===== src/hw/rtl/dpcrq_pkg.sv =====
`timescale 1ns / 1ps
// Shared types, codes and defaults of the deduplicating chunk request queue.
package dpcrq_pkg;

    localparam int C_NUM_LEVELS  = 16;
    localparam int C_PENDING_CAP = 64;
    localparam int C_LOADED_CAP  = 256;
    localparam int C_COORD_BITS  = 10;

    typedef logic [1:0] t_cmd;
    typedef logic [2:0] t_status;
    typedef logic [3:0] t_level;
    typedef logic [9:0] t_field;

    localparam t_cmd CMD_REQUEST = 2'd0;
    localparam t_cmd CMD_POP     = 2'd1;
    localparam t_cmd CMD_DONE    = 2'd2;

    localparam t_status ST_QUEUED      = 3'd0;
    localparam t_status ST_LOADED      = 3'd1;
    localparam t_status ST_PENDING     = 3'd2;
    localparam t_status ST_PEND_FULL   = 3'd3;
    localparam t_status ST_POPPED      = 3'd4;
    localparam t_status ST_EMPTY       = 3'd5;
    localparam t_status ST_DONE_REC    = 3'd6;
    localparam t_status ST_LOADED_FULL = 3'd7;

    typedef struct packed {
        logic   push;
        logic   pop;
        t_level level;
    } t_fifo_ctl;

    typedef struct packed {
        logic nonempty;
        logic full;
    } t_fifo_sts;

    // address width, never below one bit
    function automatic int clog2_min1(input int v);
        return (v > 1) ? $clog2(v) : 1;
    endfunction

endpackage


===== src/hw/rtl/dpcrq_key_ram.sv =====
`timescale 1ns / 1ps
// Single write port, single registered read port key memory.
module dpcrq_key_ram
    import dpcrq_pkg::*;
#(
    parameter int DEPTH = C_PENDING_CAP,
    parameter int WIDTH = 4 + 3 * C_COORD_BITS
) (
    input  logic                          i_clk,
    input  logic                          i_we,
    input  logic [clog2_min1(DEPTH)-1:0]  i_waddr,
    input  logic [WIDTH-1:0]              i_wdata,
    input  logic [clog2_min1(DEPTH)-1:0]  i_raddr,
    output logic [WIDTH-1:0]              o_rdata
);

    logic [WIDTH-1:0] r_mem [DEPTH];
    logic [WIDTH-1:0] r_rdata;

    always_ff @(posedge i_clk) begin
        if (i_we) begin
            r_mem[i_waddr] <= i_wdata;
        end
        r_rdata <= r_mem[i_raddr];
    end

    assign o_rdata = r_rdata;

endmodule


===== config.mk =====
export PLATFORM = sky130hd
export DESIGN_NAME = dpcrq_key_ram
export DESIGN_NICKNAME = d
export VERILOG_FILES = /design/src/hw/rtl/dpcrq_pkg.sv /design/src/hw/rtl/dpcrq_key_ram.sv
export SDC_FILE = /design/constraint.sdc
export NUM_CORES = 2
export LEC_CHECK = 0
export BUFFER_PORTS_ARGS = -buffer_cell sky130_fd_sc_hd__buf_2
export CAP_MARGIN = 30
export CORE_MARGIN = 5
export CORE_UTILIZATION = 30
export DETAILED_ROUTE_END_ITERATION = 6
export PLACE_DENSITY = 0.55
export SYNTH_ARGS = -nofsm -noshare
export SYNTH_HDL_FRONTEND = slang
export SYNTH_SLANG_ARGS = --single-unit

===== constraint.sdc =====
create_clock -name i_clk -period 12.4 [get_ports i_clk]
set_input_delay 2.48 -clock i_clk [delete_from_list [all_inputs] [get_ports i_clk]]
set_output_delay 2.48 -clock i_clk [all_outputs]
set_load 0.1 [all_outputs]

==> metrics.txt <==
CTS-repair resized insts 0; Worst R2R Setup Slack 10260 ps; routed wire length around 230000 microns; Min-Delay Path Class reg -> reg; Min Hold Slack 859.4 ps; ratio of cells with drive above 1 in the final layout 27.38%; H-tree Lvls 4; Die Span X 538.4 microns; period utilization 45.94%; Pre-Repair DR Iteration Count 7; setup TNS 0 ps; Unique masters post-synth 41; WS Path Type in -> reg; fin worst setup slack 6703 ps; Critical Path RT approximately 13000 ps; Mapped Area 83770 sq um; maximum VDD drop 0.0001340 V; internal power 0.01209 W; pwr dens 160.9 nW/um^2; vias per inst 5.156; crit path launch type input port; crit path time final 5697 ps; Post-Synthesis Cells roughly 3700; HPWL Detailed approximately 130000 microns; asr flop ratio synth 0%; post-synthesis sequential area ratio 78.81%; crit path DAT 6420 ps; clk root buf clkbuf_16; most used cell, CP buf_4; reg2reg path depth 5; P_sw between 0.003 and 0.004 W; overall routing resource usage 15.44%; Hold Crit Start r_mem[27][27]$_DFFE_PP_; first-pass GRT wire length 324400 microns; Mean Syn Cell Area 22.38 sq um; #FFs+latches synth 2210; TritonCTS Buffers 211; setup repair bufs after CTS 0; Slew Viols, Final 0; post-route DRC violation count 1; largest net degree at the start of global routing roughly 100; Area Overhead vs Synth 15.19%; final-report hold violation count 0; I/O Buffers 81; most used flip-flop cell after synthesis edfxtp_1; die height roughly 540 microns; Starting Density between 30% and 40%; grt total ovfl 0; Clock Path Buffers 3; fmax roughly 180 MHz; # IOs 82; Seq pwr share 53.5%; buffers plus inverters on the worst setup path 4; Crit-path slowest cell buf_4; CP cell instances buf_8 > buf_4 > buf_4 > nor2_4 > buf_4 > a22oi_1 > nand4_1 > and3_1; Switching Share between 20% and 30%; Final Wtd Congestion between 0.7 and 0.8; Iter 0 DRT Violations around 4400; total number of vias 40650; CP Capture Type flop; synth warn 0; Placement Setup Slack about 5800 ps; worst-margin pin slew 995.9 ps; routed len/inst 29.18 microns; clock skew 19.66 ps; Clock Latency Late Sink 830 ps; # rows 194; DIE AREA 289900 sq um; Reg2Reg Launch Point r_mem[10][32]$_DFFE_PP_; CTS Sinks approximately 2200; CP top delay family buffers and inverters; ANT nets after route 0; count of final setup violators 0; CTS clock-pin slew for the worst setup and hold paths 60 ps; net count after synthesis 3792; Worst path max stage delay 740 ps; outcome finished with violations; core region area 278700 sq um; Worst Hold Path EP o_rdata[27]$_DFF_P_; Clock power frac 40.7%; CTS tree yes; slew margin rel. 33.61%; initial antenna violation count 20; Post-CTS Hold Fix Bufs 0; WHS Path Cells 4; Net count, final 4018; r2r endpoint o_rdata[32]$_DFF_P_; EDFF count, synth 2176; combinational power share 5.7%; # Max-Cap Violations 0; violated checks DRC; RSZ-0062 raised after global routing no; static leakage approximately 30 nW; vias in the first global route 41460; critical-path maximum fanout 51
## layout by cell type (no fill, tap or decap), types with 6 or more instances in the layout
master,Yosys,layout
a211oi_1,22,22
a21oi_1,17,17
a221o_1,24,24
a22oi_1,55,55
a311o_1,10,10
and3_1,12,12
buf_12,0,21
buf_2,63,77
buf_4,18,119
bufinv_16,0,13
clkbuf_1,89,49
clkbuf_16,0,216
clkbuf_8,0,14
clkinv_1,1,46
clkinv_2,0,41
clkinvlp_4,0,9
dfxtp_1,34,34
edfxtp_1,2176,2176
inv_6,0,6
mux2_2,54,54
mux2i_1,150,150
mux4_2,472,472
nand2_1,80,79
nand2b_1,9,7
nand3_1,69,69
nand4_1,46,46
nor2_1,89,24
nor2_4,0,64
nor2b_1,23,18
o211ai_1,10,10
o21ai_0,10,10
o221ai_1,39,39
o22a_1,10,10
o22ai_1,85,85
## kinds of logic after synthesis
logic type,share of synthesized area (%)
flip-flops,78.81
multiplexers,15.21
buffers and inverters,1.362
AO/OA/AOI/OAI,2.645
AND/OR/NAND/NOR,1.974
## synth_stat cells, types with 2 or more instances
library cell,n,area [sq um]
a31oi_1,5,31.28
mux4_2,472,10630
o221ai_1,39,341.6
o211ai_1,10,75.07
a211oi_1,22,165.2
or2_2,4,25.02
a21oi_1,17,85.08
or3_1,2,12.51
dfxtp_1,34,680.7
buf_1,22,82.58
a221oi_1,3,26.28
and3_1,12,75.07
buf_2,63,315.3
nor2_1,89,334.1
nand3b_1,2,15.01
a311o_1,10,100.1
o22ai_1,85,531.8
buf_6,16,180.2
buf_8,6,90.09
a22oi_1,55,412.9
nand3_1,69,345.3
mux2_2,54,608.1
nand2_1,80,300.3
edfxtp_1,2176,65340
nand4_1,46,287.8
o211a_1,5,50.05
nor2b_1,23,143.9
o21ai_0,10,50.05
clkbuf_1,89,334.1
nor3_1,7,35.03
nand2b_1,9,56.30
buf_4,18,135.1
o22a_1,10,87.58
mux2i_1,150,1501
a221o_1,24,240.2
## cell type report
cell class                 instances  area, sq um
fill                           25980       182200
sequential                      2210        66020
multi-input combinational       1319        17130
clock buffer                     279         5782
tap                             3724         4659
timing repair buffer             227         1912
clock inverter                   120        973.4
antenna                            4        10.01
inverter                           1        3.754
## flip-flops by register name, indices dropped and copies added (netlist names)
register  count
o_rdata      34
r_mem      2176
## how the worst max path moves through the flow
stage	cells past startpoint	start	end
after detailed placement	8	i_raddr[0]	o_rdata[30]$_DFF_P_
after global placement	8	i_raddr[0]	o_rdata[30]$_DFF_P_
after global routing	8	i_raddr[0]	o_rdata[32]$_DFF_P_
after floorplan	4	i_waddr[3]	r_mem[48][0]$_DFFE_PP_
final	8	i_raddr[2]	o_rdata[25]$_DFF_P_
after CTS	8	i_raddr[0]	o_rdata[30]$_DFF_P_
## power groups by stage
stage	clock network, W	registers, W	logic [W]
2_1_floorplan	0	0.00857	0.000404
3_3_place_gp	0	0.00847	0.000875
3_5_place_dp	0	0.00847	0.000901
4_1_cts	0.00645	0.00831	0.000903
5_1_grt	0.00677	0.00831	0.000938
6_report	0.00633	0.00831	0.000892
## per-stage QoR
step | utilization (%) | cells | power [W] | instance area [sq um]
6_report | 34.63 | 7884 | 0.01553 | 96500
5_1_grt | 34.63 | 7882 | 0.01601 | 96490
4_1_cts | 34.59 | 7876 | 0.01566 | 96400
3_5_place_dp | 32.17 | 7477 | 0.009372 | 89640
3_3_place_gp | 32.01 | 7455 | 0.009348 | 89200
2_1_floorplan | - | 3744 | 0.008971 | 83770
## layer usage
layer / global-route usage (%) / vias up / share of wire (%)
met3: 2.399 / 281 / 6.5
met1: 21.83 / 22360 / 43
met2: 25.36 / 1576 / 49
met5: 0 / - / 0.0057
met4: 3.272 / 2 / 1.9
li1: - / 16430 / -
## worst min-delay path: stages (launching register included)
cell and delay [ps]:
edfxtp_1 310, mux4_2 230, nand2_1 50, nand4_1 70
and3_1 150
Note: power is estimated with default switching activity, not from simulation.
